**config.mk**
```make
export PLATFORM = sky130hd
export DESIGN_NAME = touch_gesture_classifier_unit
export DESIGN_NICKNAME = d
export VERILOG_FILES = /design/src/sv/tgc_pkg.sv /design/src/sv/tgc_front.sv /design/src/sv/tgc_queue.sv /design/src/sv/tgc_back.sv /design/src/sv/touch_gesture_classifier_unit.sv
export SDC_FILE = /design/constraint.sdc
export NUM_CORES = 1
export LEC_CHECK = 0
export ABC_AREA = 1
export BUFFER_PORTS_ARGS = -buffer_cell sky130_fd_sc_hd__buf_2
export CAP_MARGIN = 20
export CORE_AREA = 2 2 347 281
export DETAILED_ROUTE_END_ITERATION = 8
export DIE_AREA = 0 0 349 283
export MAX_ROUTING_LAYER = met4
export SYNTH_ARGS = -nofsm -noshare
export SYNTH_HDL_FRONTEND = slang
export SYNTH_SLANG_ARGS = --single-unit
```
**constraint.sdc**
```tcl
create_clock -name clk_i -period 6.9 [get_ports clk_i]
set_clock_uncertainty 0.2 [all_clocks]
set_input_delay 1.38 -clock clk_i [delete_from_list [all_inputs] [get_ports clk_i]]
set_output_delay 1.38 -clock clk_i [all_outputs]
set_load 0.01 [all_outputs]
```
**src/sv/tgc_pkg.sv**
```systemverilog
`timescale 1ns / 1ps
// Shared types and constants of the touch gesture classifier.
// No dependencies; every other file imports this package.
package tgc_pkg;

  localparam int SLOTS      = 2;
  localparam int MAXRES     = 2;
  localparam int COORD_W    = 12;
  localparam int TIME_W     = 32;
  localparam int LPT_W      = 16;
  localparam int CFG_ADDR_W = 2;
  localparam int CFG_DATA_W = 16;
  localparam int QDEPTH     = 4;
  localparam int QPTR_W     = $clog2(QDEPTH);
  localparam int QCNT_W     = $clog2(QDEPTH + 1);
  localparam int PUSH_W     = $clog2(MAXRES + 1);

  localparam logic [CFG_ADDR_W-1:0] CFG_PANEL_WIDTH  = 2'd0;
  localparam logic [CFG_ADDR_W-1:0] CFG_MOVE_THRESH  = 2'd1;
  localparam logic [CFG_ADDR_W-1:0] CFG_LONG_PRESS   = 2'd2;

  localparam logic [COORD_W-1:0] PANEL_WIDTH_RST = 12'd320;
  localparam logic [COORD_W-1:0] MOVE_THRESH_RST = 12'd10;
  localparam logic [LPT_W-1:0]   LONG_PRESS_RST  = 16'd800;

  localparam logic       CMD_TICK       = 1'b0;
  localparam logic       CMD_SAMPLE     = 1'b1;
  localparam logic [1:0] RAW_EV_CONTACT = 2'd2;

  typedef enum logic [2:0] {
    EV_PRESS        = 3'd0,
    EV_MOVE_START   = 3'd1,
    EV_LONG_START   = 3'd2,
    EV_SHORT_CLICK  = 3'd3,
    EV_LONG_RELEASE = 3'd4,
    EV_MOVE_RELEASE = 3'd5
  } event_kind_e;

  typedef struct packed {
    event_kind_e        kind;
    logic               slot;
    logic [COORD_W-1:0] x;
    logic [COORD_W-1:0] y;
    logic [TIME_W-1:0]  dur;
    logic               last;
  } res_t;

  typedef struct packed {
    logic [PUSH_W-1:0] cnt;
    res_t              ent0;
    res_t              ent1;
  } q_push_t;

  typedef struct packed {
    logic valid;
    logic room;
    res_t head;
  } q_stat_t;

endpackage

```
**src/sv/tgc_front.sv**
```systemverilog
`timescale 1ns / 1ps
// Front end: configuration registers, per-slot gesture state and classification.
// Depends on tgc_pkg; pushes up to two result beats per item into tgc_queue.
module tgc_front import tgc_pkg::*; (
  input  logic                  clk_i,
  input  logic                  rst_ni,
  input  logic                  cfg_we_i,
  input  logic [CFG_ADDR_W-1:0] cfg_addr_i,
  input  logic [CFG_DATA_W-1:0] cfg_wdata_i,
  input  logic                  in_valid_i,
  output logic                  in_stall_o,
  input  logic                  command_i,
  input  logic                  slot_i,
  input  logic                  present_i,
  input  logic [7:0]            raw_xh_i,
  input  logic [7:0]            raw_xl_i,
  input  logic [7:0]            raw_yh_i,
  input  logic [7:0]            raw_yl_i,
  input  q_stat_t               q_stat_i,
  output q_push_t               push_o
);

  logic [COORD_W-1:0] panel_width_q, move_thresh_q;
  logic [LPT_W-1:0]   long_press_q;
  logic [TIME_W-1:0]  time_q;

  logic               wp_q    [SLOTS];
  logic               touch_q [SLOTS];
  logic               mov_q   [SLOTS];
  logic               lf_q    [SLOTS];
  logic [COORD_W-1:0] cx_q    [SLOTS];
  logic [COORD_W-1:0] cy_q    [SLOTS];
  logic [COORD_W-1:0] sx_q    [SLOTS];
  logic [COORD_W-1:0] sy_q    [SLOTS];
  logic [TIME_W-1:0]  st_q    [SLOTS];

  logic               accept, is_tick, slot_ok;
  logic               sel  [SLOTS];
  logic               fire [SLOTS];
  logic [COORD_W-1:0] raw_x, x, y, dx, dy;
  logic               s_wp, s_mv, s_lf;
  logic [COORD_W-1:0] s_cx, s_cy, s_sx, s_sy;
  logic [TIME_W-1:0]  s_st, dur_s, time_nxt;
  logic               press, contact, release_s, pos_upd, mv_start;
  logic [PUSH_W-1:0]  nfire;
  event_kind_e        rel_kind;

  assign in_stall_o = !q_stat_i.room;
  assign accept     = in_valid_i && q_stat_i.room;
  assign is_tick    = (command_i == CMD_TICK);
  assign slot_ok    = (32'(slot_i) < SLOTS);
  assign time_nxt   = time_q + 1'b1;

  // Coordinate decode: x is mirrored against the panel width and clamps at zero.
  assign raw_x = {raw_yh_i[3:0], raw_yl_i};
  assign x     = (raw_x > panel_width_q) ? '0 : panel_width_q - raw_x;
  assign y     = {raw_xh_i[3:0], raw_xl_i};

  always_comb begin
    s_wp = 1'b0; s_mv = 1'b0; s_lf = 1'b0;
    s_cx = '0; s_cy = '0; s_sx = '0; s_sy = '0; s_st = '0;
    for (int i = 0; i < SLOTS; i++) begin
      sel[i] = !is_tick && slot_ok && (32'(slot_i) == i);
      if (sel[i]) begin
        s_wp = wp_q[i]; s_mv = mov_q[i]; s_lf = lf_q[i];
        s_cx = cx_q[i]; s_cy = cy_q[i]; s_sx = sx_q[i]; s_sy = sy_q[i];
        s_st = st_q[i];
      end
    end
  end

  assign press     = slot_ok && present_i && !s_wp;
  assign contact   = slot_ok && present_i && s_wp;
  assign release_s = slot_ok && !present_i && s_wp;
  assign pos_upd   = contact && ((x != s_cx) || (y != s_cy)) &&
                     (raw_xh_i[7:6] == RAW_EV_CONTACT);
  assign dx        = (x > s_sx) ? x - s_sx : s_sx - x;
  assign dy        = (y > s_sy) ? y - s_sy : s_sy - y;
  assign mv_start  = pos_upd && !s_mv && ((dx > move_thresh_q) || (dy > move_thresh_q));
  assign dur_s     = time_q - s_st;
  assign rel_kind  = s_mv ? EV_MOVE_RELEASE : (s_lf ? EV_LONG_RELEASE : EV_SHORT_CLICK);

  always_comb begin
    logic [TIME_W-1:0] held;
    res_t              r;
    push_o = '0;
    nfire  = '0;
    r      = '0;
    held   = '0;
    if (is_tick) begin
      // Long presses are reported in slot order, at most two per tick.
      for (int i = 0; i < SLOTS; i++) begin
        held    = time_nxt - st_q[i];
        fire[i] = touch_q[i] && !mov_q[i] && !lf_q[i] &&
                  (held > TIME_W'(long_press_q)) && (nfire < PUSH_W'(MAXRES));
        if (fire[i]) begin
          r = '{kind: EV_LONG_START, slot: 1'(i), x: cx_q[i], y: cy_q[i],
                dur: held, last: 1'b0};
          if (nfire == '0) push_o.ent0 = r;
          else             push_o.ent1 = r;
          nfire = nfire + 1'b1;
        end
      end
    end else begin
      for (int i = 0; i < SLOTS; i++) fire[i] = 1'b0;
      if (press) begin
        push_o.ent0 = '{kind: EV_PRESS, slot: slot_i, x: x, y: y, dur: '0, last: 1'b0};
        nfire = PUSH_W'(1);
      end else if (mv_start) begin
        push_o.ent0 = '{kind: EV_MOVE_START, slot: slot_i, x: x, y: y, dur: dur_s,
                        last: 1'b0};
        nfire = PUSH_W'(1);
      end else if (release_s) begin
        push_o.ent0 = '{kind: rel_kind, slot: slot_i, x: s_cx, y: s_cy, dur: dur_s,
                        last: 1'b0};
        nfire = PUSH_W'(1);
      end
    end
    if (nfire == PUSH_W'(1)) push_o.ent0.last = 1'b1;
    if (nfire == PUSH_W'(2)) push_o.ent1.last = 1'b1;
    push_o.cnt = accept ? nfire : '0;
  end

  always_ff @(posedge clk_i or negedge rst_ni) begin
    if (!rst_ni) begin
      panel_width_q <= PANEL_WIDTH_RST;
      move_thresh_q <= MOVE_THRESH_RST;
      long_press_q  <= LONG_PRESS_RST;
    end else if (cfg_we_i) begin
      case (cfg_addr_i)
        CFG_PANEL_WIDTH: panel_width_q <= cfg_wdata_i[COORD_W-1:0];
        CFG_MOVE_THRESH: move_thresh_q <= cfg_wdata_i[COORD_W-1:0];
        CFG_LONG_PRESS:  long_press_q  <= cfg_wdata_i[LPT_W-1:0];
        default: ;
      endcase
    end
  end

  always_ff @(posedge clk_i or negedge rst_ni) begin
    if (!rst_ni) begin
      time_q <= '0;
      for (int i = 0; i < SLOTS; i++) begin
        wp_q[i] <= 1'b0; touch_q[i] <= 1'b0; mov_q[i] <= 1'b0; lf_q[i] <= 1'b0;
        cx_q[i] <= '0; cy_q[i] <= '0; sx_q[i] <= '0; sy_q[i] <= '0; st_q[i] <= '0;
      end
    end else if (accept) begin
      if (is_tick) time_q <= time_nxt;
      for (int i = 0; i < SLOTS; i++) begin
        if (fire[i]) lf_q[i] <= 1'b1;
        if (sel[i]) begin
          wp_q[i] <= present_i;
          if (press) begin
            cx_q[i] <= x; cy_q[i] <= y; sx_q[i] <= x; sy_q[i] <= y;
            st_q[i] <= time_q;
            touch_q[i] <= 1'b1; mov_q[i] <= 1'b0; lf_q[i] <= 1'b0;
          end else if (pos_upd) begin
            cx_q[i] <= x; cy_q[i] <= y;
            if (mv_start) mov_q[i] <= 1'b1;
          end else if (release_s) begin
            cx_q[i] <= '0; cy_q[i] <= '0; sx_q[i] <= '0; sy_q[i] <= '0;
            st_q[i] <= '0;
            touch_q[i] <= 1'b0; mov_q[i] <= 1'b0; lf_q[i] <= 1'b0;
          end
        end
      end
    end
  end

endmodule

```
**src/sv/tgc_queue.sv**
```systemverilog
`timescale 1ns / 1ps
// Result queue between front and back: up to two writes and one read per cycle.
// Depends on tgc_pkg.
module tgc_queue import tgc_pkg::*; (
  input  logic    clk_i,
  input  logic    rst_ni,
  input  q_push_t push_i,
  input  logic    pop_i,
  output q_stat_t stat_o
);

  res_t              ent_q [QDEPTH];
  logic [QPTR_W-1:0] wr_ptr_q, rd_ptr_q;
  logic [QCNT_W-1:0] count_q;
  logic [QPTR_W-1:0] wr_ptr1;

  assign wr_ptr1      = wr_ptr_q + 1'b1;
  assign stat_o.valid = (count_q != '0);
  // Room is kept for the largest burst one item can cause.
  assign stat_o.room  = (count_q <= QCNT_W'(QDEPTH - MAXRES));
  assign stat_o.head  = ent_q[rd_ptr_q];

  always_ff @(posedge clk_i) begin
    if (push_i.cnt != '0) ent_q[wr_ptr_q] <= push_i.ent0;
    if (push_i.cnt == PUSH_W'(2)) ent_q[wr_ptr1] <= push_i.ent1;
  end

  always_ff @(posedge clk_i or negedge rst_ni) begin
    if (!rst_ni) begin
      wr_ptr_q <= '0;
      rd_ptr_q <= '0;
      count_q  <= '0;
    end else begin
      wr_ptr_q <= wr_ptr_q + QPTR_W'(push_i.cnt);
      if (pop_i) rd_ptr_q <= rd_ptr_q + 1'b1;
      count_q <= count_q + QCNT_W'(push_i.cnt) - QCNT_W'(pop_i);
    end
  end

endmodule

```
**src/sv/tgc_back.sv**
```systemverilog
`timescale 1ns / 1ps
// Back end: output register that takes beats from the queue and presents them.
// Depends on tgc_pkg.
module tgc_back import tgc_pkg::*; (
  input  logic               clk_i,
  input  logic               rst_ni,
  input  q_stat_t            q_stat_i,
  output logic               pop_o,
  output logic               out_valid_o,
  input  logic               out_stall_i,
  output logic [2:0]         event_kind_o,
  output logic               event_slot_o,
  output logic [COORD_W-1:0] pos_x_o,
  output logic [COORD_W-1:0] pos_y_o,
  output logic [TIME_W-1:0]  duration_o,
  output logic               last_o
);

  res_t out_q;
  logic out_valid_q;

  assign pop_o = q_stat_i.valid && (!out_valid_q || !out_stall_i);

  always_ff @(posedge clk_i) begin
    if (pop_o) out_q <= q_stat_i.head;
  end

  always_ff @(posedge clk_i or negedge rst_ni) begin
    if (!rst_ni) begin
      out_valid_q <= 1'b0;
    end else if (pop_o) begin
      out_valid_q <= 1'b1;
    end else if (!out_stall_i) begin
      out_valid_q <= 1'b0;
    end
  end

  assign out_valid_o  = out_valid_q;
  assign event_kind_o = out_q.kind;
  assign event_slot_o = out_q.slot;
  assign pos_x_o      = out_q.x;
  assign pos_y_o      = out_q.y;
  assign duration_o   = out_q.dur;
  assign last_o       = out_q.last;

endmodule

```
**src/sv/touch_gesture_classifier_unit.sv**
```systemverilog
`timescale 1ns / 1ps
// Touch gesture classifier for two touch slots: press, move, long press, release.
//
// Input channel (in_valid_i / in_stall_o): one beat is either a time tick
// (command 0) or a touch sample for one slot with its four raw controller bytes.
// Output channel (out_valid_o / out_stall_i): one beat per gesture event;
// last_o marks the final event caused by an input beat. An input beat causes
// zero, one or two events.
// Configuration: cfg_we_i writes cfg_wdata_i into the register at cfg_addr_i
// (0 panel width, 1 move threshold, 2 long press ticks) at the clock edge.
// An event caused by an accepted beat passes through the result queue into the
// output register. Throughput: one input beat per cycle while in_stall_o is low.
// The output register drains the result queue at one event per cycle, so beats
// that cause two events fill the four-entry queue, and in_stall_o rises while it
// holds three or more events. A stalled receiver holds the output register and
// backs up into the queue. Reset clears time, all slot state and the queue and
// restores the register reset values; the block accepts beats right after reset.
module touch_gesture_classifier_unit import tgc_pkg::*; (
  input  logic                  clk_i,
  input  logic                  rst_ni,
  input  logic                  cfg_we_i,
  input  logic [CFG_ADDR_W-1:0] cfg_addr_i,
  input  logic [CFG_DATA_W-1:0] cfg_wdata_i,
  input  logic                  in_valid_i,
  output logic                  in_stall_o,
  input  logic                  command_i,
  input  logic                  slot_i,
  input  logic                  present_i,
  input  logic [7:0]            raw_xh_i,
  input  logic [7:0]            raw_xl_i,
  input  logic [7:0]            raw_yh_i,
  input  logic [7:0]            raw_yl_i,
  output logic                  out_valid_o,
  input  logic                  out_stall_i,
  output logic [2:0]            event_kind_o,
  output logic                  event_slot_o,
  output logic [COORD_W-1:0]    pos_x_o,
  output logic [COORD_W-1:0]    pos_y_o,
  output logic [TIME_W-1:0]     duration_o,
  output logic                  last_o
);

  q_push_t push;
  q_stat_t q_stat;
  logic    pop;

  tgc_front u_front (
    .clk_i       (clk_i),
    .rst_ni      (rst_ni),
    .cfg_we_i    (cfg_we_i),
    .cfg_addr_i  (cfg_addr_i),
    .cfg_wdata_i (cfg_wdata_i),
    .in_valid_i  (in_valid_i),
    .in_stall_o  (in_stall_o),
    .command_i   (command_i),
    .slot_i      (slot_i),
    .present_i   (present_i),
    .raw_xh_i    (raw_xh_i),
    .raw_xl_i    (raw_xl_i),
    .raw_yh_i    (raw_yh_i),
    .raw_yl_i    (raw_yl_i),
    .q_stat_i    (q_stat),
    .push_o      (push)
  );

  tgc_queue u_queue (
    .clk_i  (clk_i),
    .rst_ni (rst_ni),
    .push_i (push),
    .pop_i  (pop),
    .stat_o (q_stat)
  );

  tgc_back u_back (
    .clk_i        (clk_i),
    .rst_ni       (rst_ni),
    .q_stat_i     (q_stat),
    .pop_o        (pop),
    .out_valid_o  (out_valid_o),
    .out_stall_i  (out_stall_i),
    .event_kind_o (event_kind_o),
    .event_slot_o (event_slot_o),
    .pos_x_o      (pos_x_o),
    .pos_y_o      (pos_y_o),
    .duration_o   (duration_o),
    .last_o       (last_o)
  );

endmodule

```
# Yosys cells after proc, flatten, opt, wreduce, memory -nomap -nowiden
# Memory sizes are Yosys's and may differ from the RTL's. A register that Yosys moved wholly into a read port is not among the register bits.
# Cells that the tools add are included.
[word_totals]
out_inout_bits = 63
register_bits = 248
elab_cells = 187
mem_bits_rw = 244
latchBits = 0
memories = 1
mem_bits_ro = 0
in_bits = 58
[memory_table]
columns = ["name", "words", "word_bits", "rd", "rd_clocked_by_memory_dff", "wr", "line", "rtl"]
rows = [
  ["u_queue.ent_q", 4, 61, 1, 1, 2, "tgc_queue.sv:12", "res_t ent_q [QDEPTH];"],
]
[op_classes]
n_shift = 0
n_mux = 74
bitwise_logic = 2
n_div = 0
n_addsub = 15
eq_ne = 11
magnitude_cmp = 9
reduce_logical = 49
mul = 0
[op_table]
columns = ["cell", "n"]
rows = [
  ["$mux W61", 7],
  ["$mux W12", 19],
  ["$mux W32", 5],
  ["$mux W122", 1],
  ["$mux W121", 1],
  ["$sub A32 B32 Y32", 3],
  ["$gt A32 B16 Y1", 2],
  ["$gt A12 B12 Y1", 5],
  ["$sub A12 B12 Y12", 5],
  ["$add A32 B1 Y32 const B", 1],
  ["$mux W1", 32],
  ["$ne A12 B12 Y1", 2],
  ["$logic_and A1 B1 Y1", 18],
  ["$reduce_and A4 Y1", 4],
  ["$mux W2", 7],
  ["$reduce_and A2 Y1", 6],
  ["$logic_not A1 Y1", 10],
  ["$eq A2 B2 Y1 const B", 4],
  ["$add A2 B1 Y2 const B", 3],
  ["$mux W3", 2],
  ["$reduce_and A3 Y1", 2],
  ["$reduce_bool A3 Y1", 2],
  ["$eq A2 B1 Y1 const B", 2],
  ["$logic_not A2 Y1", 2],
  ["other kinds (10)", 15],
]

# Logic depth before layout (Yosys ltp)
# Gate-level depths: netlist of the first run.
[depth]
ltp_word = 17
depth_mapped = 49
depth_no_buf = 45

# Modules after synthesis
# From an unflattened synthesis of the first run, not the netlist that was laid out.
[unflattened]
hier_cells = 5688
area_unflattened_um2 = 40302.4
[by_module_without_submodules]
columns = ["mod", "cells_each", "area_per_inst_um2", "seq_area_each_um2", "instances"]
rows = [
  ["tgc_front", 3863, 24549.8, 6014.5, 1],
  ["tgc_queue", 1759, 13875.8, 7502.2, 1],
  ["tgc_back", 66, 1876.8, 1856.8, 1],
]

# Least setup slack after synthesis of the first run
# Ideal clock, no wire load.
[synth_path]
kind = "input to register"
startpoint = "input port raw_yl_i[0]"
endpoint = "memory u_queue.ent_q[1][0] in the netlist's numbering, enable pin"
path_buffers = 1
required_ps = 6282
setup_slack_ps = -1156
stages = 37
setup_time_ps = 418
t_arrival_ps = 7438
cell_sequence = "ha_1 -> fa_1 -> inv_1 -> nand2_1 -> a21oi_2 -> nand2_1 -> nand3_2 -> nand2_1 -> ha_1 -> fa_1 -> nor2_1 -> nor2_1 -> o21ai_0 -> a31oi_1 -> inv_1 -> nand2_1 -> nand2_1 -> nand2_1 -> inv_1 -> clkbuf_1 -> o22ai_1 -> a21oi_1 -> xor2_1 -> inv_1 -> ha_1 -> nand2_1 -> nor2_1 -> nand3_1 -> o2111ai_1 -> nand2_1 -> a21oi_1 -> nand3_2 -> nand3_1 -> nand3_2 -> nand2_2 -> nand2_1 -> nand2_1"
[synth_lines]
columns = ["element", "line", "rtl"]
rows = [
  ["from (decl)", "touch_gesture_classifier_unit.sv:32", "input logic [7:0] raw_yl_i,"],
  ["to (decl)", "tgc_queue.sv:12", ""],
]

==> flow_metrics.env, run 1 <==
export IMPL_num_io_pins=121
export IMPL_hold_viol_final=0
export IMPL_cp_end_kind="register"
export IMPL_dieHeight_um=283
export IMPL_syn_num_nets=5767
export IMPL_cts_tree="done"
export IMPL_synth_area_leaders="edfxtp_1, nand2_1, dfrtp_1"
export IMPL_drt_pass1_iter_count=8
export IMPL_holdPathEnd="u_queue.ent_q[3][58]$_SDFFE_PP0N_"
export IMPL_initial_core_util=0.406
export IMPL_yosysSeqAreaShare=0.395
export IMPL_hold_buffers=0
export IMPL_status="complete, no violations"
export IMPL_insertion_delay_ns=0.68
export IMPL_grt_usage=0.277
export IMPL_die_width_um=349
export IMPL_cp_start_kind="primary input"
export IMPL_fin_area_um2=46100
export IMPL_timing_setup_tns_ns=0
export IMPL_tightest_slew_ns=1.04
export IMPL_place_area_um2=43200
export IMPL_worst_setup_path_type="primary input to register"
export IMPL_clk_path_buf_depth=3
export IMPL_max_freq_ghz=0.151
export IMPL_ys_flop_type="edfxtp_1"
export IMPL_grt_pass1_wl_um=206000
export IMPL_intPower_mw=10.1
export IMPL_final_max_slew_viol_count=0
export IMPL_syn_avg_cell_area_um2=7.07
export IMPL_num_vias=37300
export IMPL_r2r_cells=36
export IMPL_synthArstFlopShare=0.448
export IMPL_muxShareOfSynthArea=0.000516
export IMPL_fin_crit_ns=6.62
export IMPL_synth_xor_area_frac=0.0210
export IMPL_synth_top_area_share=0.230
export IMPL_drc=0
export IMPL_hpwlAfterDp_um=102000
export IMPL_clkSlewWorstSetupHoldPaths_ns=0.06
export IMPL_drive_gt1_frac=0.136
export IMPL_via_per_inst=5.23
export IMPL_rsz0062_at_grt="yes"
export IMPL_yosys_register_bits=553
export IMPL_synth_fa_ha_area_frac=0.0753
export IMPL_synth_cell_area_um2=38800
export IMPL_cts_buffers_inserted=61
export IMPL_coreArea_um2=95600
export IMPL_slew_headroom=0.309
export IMPL_p_seq_frac=0.244
export IMPL_sw_frac_of_total=0.468
export IMPL_numPortBuffers=114
export IMPL_die_area_um2=98800
export IMPL_yosysWarnings=0
export IMPL_cp_top_family="simple AND/OR/NAND/NOR gates"
export IMPL_finalNonFillerCells=7125
export IMPL_synth_edff_count=297
export IMPL_layout_nets=6109
export IMPL_vdd_drop_max_uv=227
export IMPL_cts_sinks=553
export IMPL_r2r_start="u_front.time_q[1]$_DFFE_PN0P_"
export IMPL_fin_util=0.482
export IMPL_cp_slowest_stage_delay_ns=0.35
export IMPL_drtIter0Drc=4301
export IMPL_ys_types=57
export IMPL_cp_max_fo=9
export IMPL_setup_violations=0
export IMPL_postRouteAntennaNets=0
export IMPL_reg2reg_to="u_queue.ent_q[3][7]$_DFFE_PP_"
export IMPL_gp_congestion=0.992
export IMPL_synth_compound_area_frac=0.121
export IMPL_routed_wl_um=137000
export IMPL_yosys_area_top_type="edfxtp_1"
export IMPL_min_delay_path_depth=2
export IMPL_p_leak_nw=22.5
export IMPL_path_buf_inv=13
export IMPL_fin_hold_ws_ns=0.282
export IMPL_place_inst=6989
export IMPL_arrival_ns=6.81
export IMPL_maxCapViolations=0
export IMPL_synth_simple_area_share=0.290
export IMPL_grt_overflow_total=0
export IMPL_root_buffer="clkbuf_16"
export IMPL_synth_top_family_by_area="simple AND/OR/NAND/NOR gates"
export IMPL_grt_pass1_vias=34000
export IMPL_grt_max_degree=135
export IMPL_syn_inst=5481
export IMPL_syn_to_final_growth_pct=19.0
export IMPL_antenna_found_initial=3
export IMPL_htreeDepth=2
export IMPL_hp_class="register to register"
export IMPL_power_density_nw_per_um2=412
export IMPL_clkPwrFrac=0.179
export IMPL_cp_data_required_time_ns=7.08
export IMPL_pwr_share_comb=0.577
export IMPL_r2r_slack_ns=0.39
export IMPL_finalCritPeriodShare=0.960
export IMPL_rows=102
export IMPL_slowest_stage="fa_2"
export IMPL_hold_start="u_queue.ent_q[3][58]$_SDFFE_PP0N_"
export IMPL_switching_power_mw=8.89
export IMPL_post_drt_wl_per_cell_um=19.2
==> routing by layer <==
metal  up-vias  global-route usage  part of all wire
met4         0              0.0398             0.012
li1      18300                   -                 -
met1     17500               0.435              0.50
met3       115              0.0444             0.088
met5         -                   -                 0
met2      1407               0.374              0.40
==> power groups by stage <==
stage	Sequential (mW)	Combinational [mW]	Clock, mW
final	4.64	11.0	3.41
after global routing	4.71	12.1	3.58
after CTS	4.64	10.5	3.45
after detailed placement	4.70	10.4	0
after global placement	4.68	10.2	0
after floorplan	4.68	6.53	0
==> per-stage QoR <==
step / power (mW) / setup WS (ns)
after floorplan: 11.2 / 0.0109
after global placement: 14.9 / -0.920
after detailed placement: 15.0 / -1.03
after CTS: 18.5 / 0.0108
after global routing: 20.4 / -0.0514
final: 19.0 / 0.276
==> kinds of logic (layout without fill, tap and decap cells) <==
logic type                 count (synthesis)  after routing
buffers and inverters                    940           1333
xor gates and xnor gates                  93             93
AOI/OAI and AO/OA                        864            864
other                                      0              3
DFF                                      553            553
and+or+nand+nor                         2801           2801
adders and majority gates                228            228
muxes                                      2              2
==> registers in the layout (all words and copies together), names as in the netlist <==
signal / count
u_queue.ent_q: 244
u_front.st_q: 64
u_back.duration_o: 32
u_front.time_q: 32
u_front.cx_q: 24
u_front.cy_q: 24
u_front.sx_q: 24
u_front.sy_q: 24
u_front.long_press_q: 16
u_back.pos_x_o: 12
u_back.pos_y_o: 12
u_front.move_thresh_q: 12
u_front.panel_width_q: 12
u_back.event_kind_o: 3
u_queue.count_q: 3
u_front.lf_q: 2
u_front.mov_q: 2
u_front.touch_q: 2
u_front.wp_q: 2
u_queue.rd_ptr_q: 2
u_queue.wr_ptr_q: 2
u_back.event_slot_o: 1
u_back.last_o: 1
u_back.out_valid_o: 1
==> synth_stat cells (24+ instances only) <==
cell type  instances
or2_2             25
nor2_2            25
a21oi_1          188
xor2_1            75
clkbuf_1         136
nor2_1           451
o22ai_1          129
nand4_1           39
nand3_1          218
o21ai_1           86
dfrtp_1          241
nor3_1            27
o21ai_0          388
inv_1            716
ha_1             219
buf_6             24
edfxtp_1         297
nand2_1         1975
==> how the worst max path moves through the flow <==
stage,endpoint,cells past startpoint,slack [ns],start
after floorplan,u_queue.ent_q[1][0]$_DFFE_PP_,38,0.01,raw_yl_i[0]
after global placement,u_queue.ent_q[1][23]$_DFFE_PP_,40,-0.92,raw_yl_i[0]
after detailed placement,u_queue.ent_q[2][28]$_DFFE_PP_,42,-1.03,raw_yl_i[0]
after CTS,u_queue.ent_q[3][57]$_DFFE_PP_,41,0.01,raw_yl_i[0]
after global routing,u_queue.ent_q[2][39]$_DFFE_PP_,42,-0.05,u_front.time_q[1]$_DFFE_PN0P_
final,u_queue.ent_q[3][7]$_DFFE_PP_,41,0.28,raw_yl_i[0]
==> final cells by class <==
type                       count  area, um2
antenna                        3       7.51
clock buffer                  84       1700
clock inverter                30        360
fill                        9517      49500
inverter                     733       2790
multi-input combinational   3988      20200
sequential                   553      15300
tap                         1248       1560
timing repair buffer         486       4150
==> repair_timing <==
action / CTS / global route
setup buffers: 0 / 9
pin swaps: 1 / 38
cloned: 1 / 7
endpoints found under the hold margin: 0 / 0
setup endpoints to repair: 483 / 485
resized for setup: 19 / 144
==> placed cells by master (no fill, tap or decap), types with 8 or more instances in the layout <==
cell type / synthesis / layout
inv_1: 716 / 706
xor2_1: 75 / 74
o21ai_0: 388 / 373
o21bai_1: 17 / 17
nand3_1: 218 / 213
nor2_2: 25 / 36
dfrtp_1: 241 / 239
o211ai_1: 13 / 13
xnor2_1: 18 / 18
clkbuf_1: 136 / 15
o22ai_1: 129 / 126
o21ai_1: 86 / 98
inv_2: 14 / 17
nand4_1: 39 / 39
o21a_1: 8 / 8
ha_1: 219 / 206
buf_4: 11 / 308
dfxtp_1: 8 / 8
nand2_4: 3 / 9
nand2_1: 1975 / 1922
edfxtp_1: 297 / 297
buf_6: 24 / 8
a21o_1: 8 / 8
nand3_2: 7 / 9
a21oi_1: 188 / 181
clkbuf_16: 0 / 69
or2_2: 25 / 25
buf_12: 0 / 44
nand2_2: 7 / 48
buf_2: 23 / 113
nor2_1: 451 / 435
nor3_1: 27 / 23
nand3b_1: 11 / 11
==> tightest hold or removal path, cell delays in order, from the launching register on <==
cell and delay (ns):
dfxtp_1 0.32, a21oi_1 0.04, nor2_1 0.08
(Power assumes the default switching activity.)
==> run 2, diff against run 1 <==
- ABC_AREA: 1 -> 0
- CORE_AREA: 2 2 347 281 -> 2 2 333 269
- DIE_AREA: 0 0 349 283 -> 0 0 335 271
==> run 2 against run 1 <==
The run now ends with negative setup slack left. Via count is 12% lower. Combinational power is 17% higher. Largest power group unchanged. Sequential share of layout area down 1.8 points.
==> flow_metrics.env, run 2 <==
export IMPL_multiInputGateArea_um2=21000
export IMPL_fin_ws_ns=-0.961
export IMPL_via_per_inst=5.85
export IMPL_dieHeight_um=271
export IMPL_coreArea_um2=87100
export IMPL_syn_to_final_growth_pct=36.5
export IMPL_hold_start="u_queue.ent_q[2][58]$_SDFFE_PP0P_"
export IMPL_slew_headroom=0.288
export IMPL_drive_gt1_frac=0.348
export IMPL_cts_sinks=553
export IMPL_r2r_cells=35
export IMPL_status="complete, but fails checks"
export IMPL_drtIter0Drc=3947
export IMPL_cp_slowest_stage_delay_ns=0.56
export IMPL_num_vias=32800
export IMPL_arrival_ns=8.08
export IMPL_hold_viol_final=0
export IMPL_min_delay_path_depth=2
export IMPL_grt_overflow_total=0
export IMPL_violations="negative setup slack"
export IMPL_cp_start_kind="primary input"
export IMPL_largest_register="u_queue.ent_q"
export IMPL_worst_setup_path_type="primary input to register"
export IMPL_clk_path_buf_depth=3
export IMPL_hp_class="register to register"
export IMPL_synth_cell_area_um2=35700
export IMPL_ys_flop_type="edfxtp_1"
export IMPL_synth_top_area_share=0.250
export IMPL_root_buffer="clkbuf_16"
export IMPL_fin_util=0.559
export IMPL_nFillCells=7535
export IMPL_layout_nets=4702
export IMPL_hold_buffers=0
export IMPL_setup_violations=485
export IMPL_r2r_slack_ns=-0.73
export IMPL_num_io_pins=121
export IMPL_cp_data_required_time_ns=7.12
export IMPL_numPortBuffers=114
export IMPL_post_place_ws_ns=-1.83
export IMPL_tightest_slew_ns=1.06
export IMPL_grt_usage=0.280
export IMPL_synthArstFlopShare=0.448
export IMPL_yosysWarnings=0
export IMPL_timing_setup_tns_ns=-383.28
export IMPL_final_common_cell="buf_4"
export IMPL_yosys_area_top_type="edfxtp_1"
export IMPL_yosysMostFrequentCell="nand2_1"
export IMPL_rsz0062_at_grt="yes"
export IMPL_syn_num_nets=3891
export IMPL_layout_common_cells="buf_4, nand2_1, edfxtp_1"
export IMPL_reg_largest_list="u_queue.ent_q x244, u_front.st_q x64"
export IMPL_insertion_delay_ns=0.67
export IMPL_synth_area_leaders="edfxtp_1, dfrtp_1, ha_1"
export IMPL_die_width_um=335
export IMPL_post_drt_wl_per_cell_um=23.3
export IMPL_maxCapViolations=0
export IMPL_r2r_start="u_front.time_q[0]$_DFFE_PN0P_"
export IMPL_antenna_found_initial=2
export IMPL_cts_buffers_inserted=59
export IMPL_largest_reg_flops=244
export IMPL_grt_max_degree=157
export IMPL_holdPathEnd="u_queue.ent_q[2][58]$_SDFFE_PP0P_"
export IMPL_fin_crit_ns=7.86
export IMPL_ys_types=94
export IMPL_hpwlAfterDp_um=94400
export IMPL_grt_pass1_wl_um=189000
export IMPL_drt_pass1_iter_count=6
export IMPL_p_total_mw=20.8
export IMPL_reg2reg_to="u_queue.ent_q[2][15]$_DFFE_PP_"
export IMPL_regArea_um2=15300
export IMPL_yosysSeqAreaShare=0.428
export IMPL_die_area_um2=90800
export IMPL_syn_inst=3605
export IMPL_synth_edff_count=297
export IMPL_final_max_slew_viol_count=0
export IMPL_initial_core_util=0.410
export IMPL_yosys_register_bits=553
export IMPL_cts_tree="done"
export IMPL_max_freq_ghz=0.127
export IMPL_gp_congestion=0.978
export IMPL_clkSlewWorstSetupHoldPaths_ns=0.06
export IMPL_htreeDepth=2
export IMPL_p_leak_nw=20.9
export IMPL_routed_wl_um=131000
export IMPL_cp_max_fo=6
export IMPL_slowest_stage="a222oi_1"
export IMPL_finalCritPeriodShare=1.14
export IMPL_vdd_drop_max_uv=302
export IMPL_postRouteAntennaNets=0
export IMPL_cp_end_kind="register"
export IMPL_power_density_nw_per_um2=427
export IMPL_syn_avg_cell_area_um2=9.91
export IMPL_synth_common_cells="nand2_1, edfxtp_1, o21ai_0, dfrtp_1, ha_1"
export IMPL_grt_pass1_vias=30200
export IMPL_rows=97
export IMPL_fin_hold_ws_ns=0.258
export IMPL_drc=0
[run 2: repair_timing]
action,4_1_cts,5_1_grt
pin swaps,60,113
setup endpoints to repair,487,487
gates cloned,8,24
setup buffers,33,36
resized for setup,137,289
[run 2: power breakdown]
group | switching (mW) | internal [mW] | total (mW)
Sequential | 0.446 | 4.17 | 4.62
Clock | 1.45 | 1.81 | 3.26
Combinational | 7.04 | 5.89 | 12.9
Total | 8.93 | 11.9 | 20.8
[run 2: final cells by class]
type	count	share of cell area
Multi-Input combinational cell	2644	0.430
Sequential cell	553	0.314
Clock inverter	30	0.00693
Clock buffer	81	0.0332
Tap cell	1138	0.0292
Antenna cell	1	0.0000514
Timing Repair Buffer	954	0.171
Inverter	204	0.0157
[run 2: through the flow]
stage | cells | area (um2)
after floorplan | 3605 | 36400
after global placement | 5406 | 43600
after detailed placement | 5406 | 43600
after CTS | 5557 | 46700
after global routing | 5605 | 48700
final | 5605 | 48700
[run 2: how the worst max path moves through the flow]
stage | start | cells after the start | slack [ns] | to
after detailed placement | raw_yl_i[0] | 36 | -1.83 | u_queue.ent_q[3][26]$_DFFE_PP_
after CTS | raw_yl_i[0] | 35 | -0.76 | u_queue.ent_q[0][9]$_DFFE_PP_
final | raw_yl_i[0] | 33 | -0.96 | u_queue.ent_q[3][26]$_DFFE_PP_
after global placement | raw_yl_i[0] | 35 | -1.76 | u_queue.ent_q[3][26]$_DFFE_PP_
after global routing | raw_yl_i[0] | 36 | -1.14 | u_queue.ent_q[0][26]$_DFFE_PP_
after floorplan | raw_yl_i[0] | 34 | -1.25 | u_queue.ent_q[0][0]$_DFFE_PP_
[run 2: cells by family after synthesis]
logic type / count (synthesis) / share of synthesized area
fa+ha+maj: 228 / 0.0818
xor+xnor: 176 / 0.0432
buf+inv: 411 / 0.0456
compound gates: 1071 / 0.198
mux: 181 / 0.0755
flops: 553 / 0.428
simple gates: 985 / 0.127
[run 2: critical path: cells and delay by family]
kind            cells  cell delay [ns]
compound gates     16             3.17
fa+ha+maj           4             1.16
simple gates        6             1.01
buf+inv             4             0.66
mux                 2             0.53
xor+xnor            1             0.14
[run 2: metal layers]
metal / GRT usage / part of all wire / vias up
met2: 0.376 / 0.41 / 1501
met3: 0.0447 / 0.094 / 175
li1: - / - / 15000
met1: 0.439 / 0.48 / 16100
met4: 0.0473 / 0.019 / 0
met5: - / 0 / -
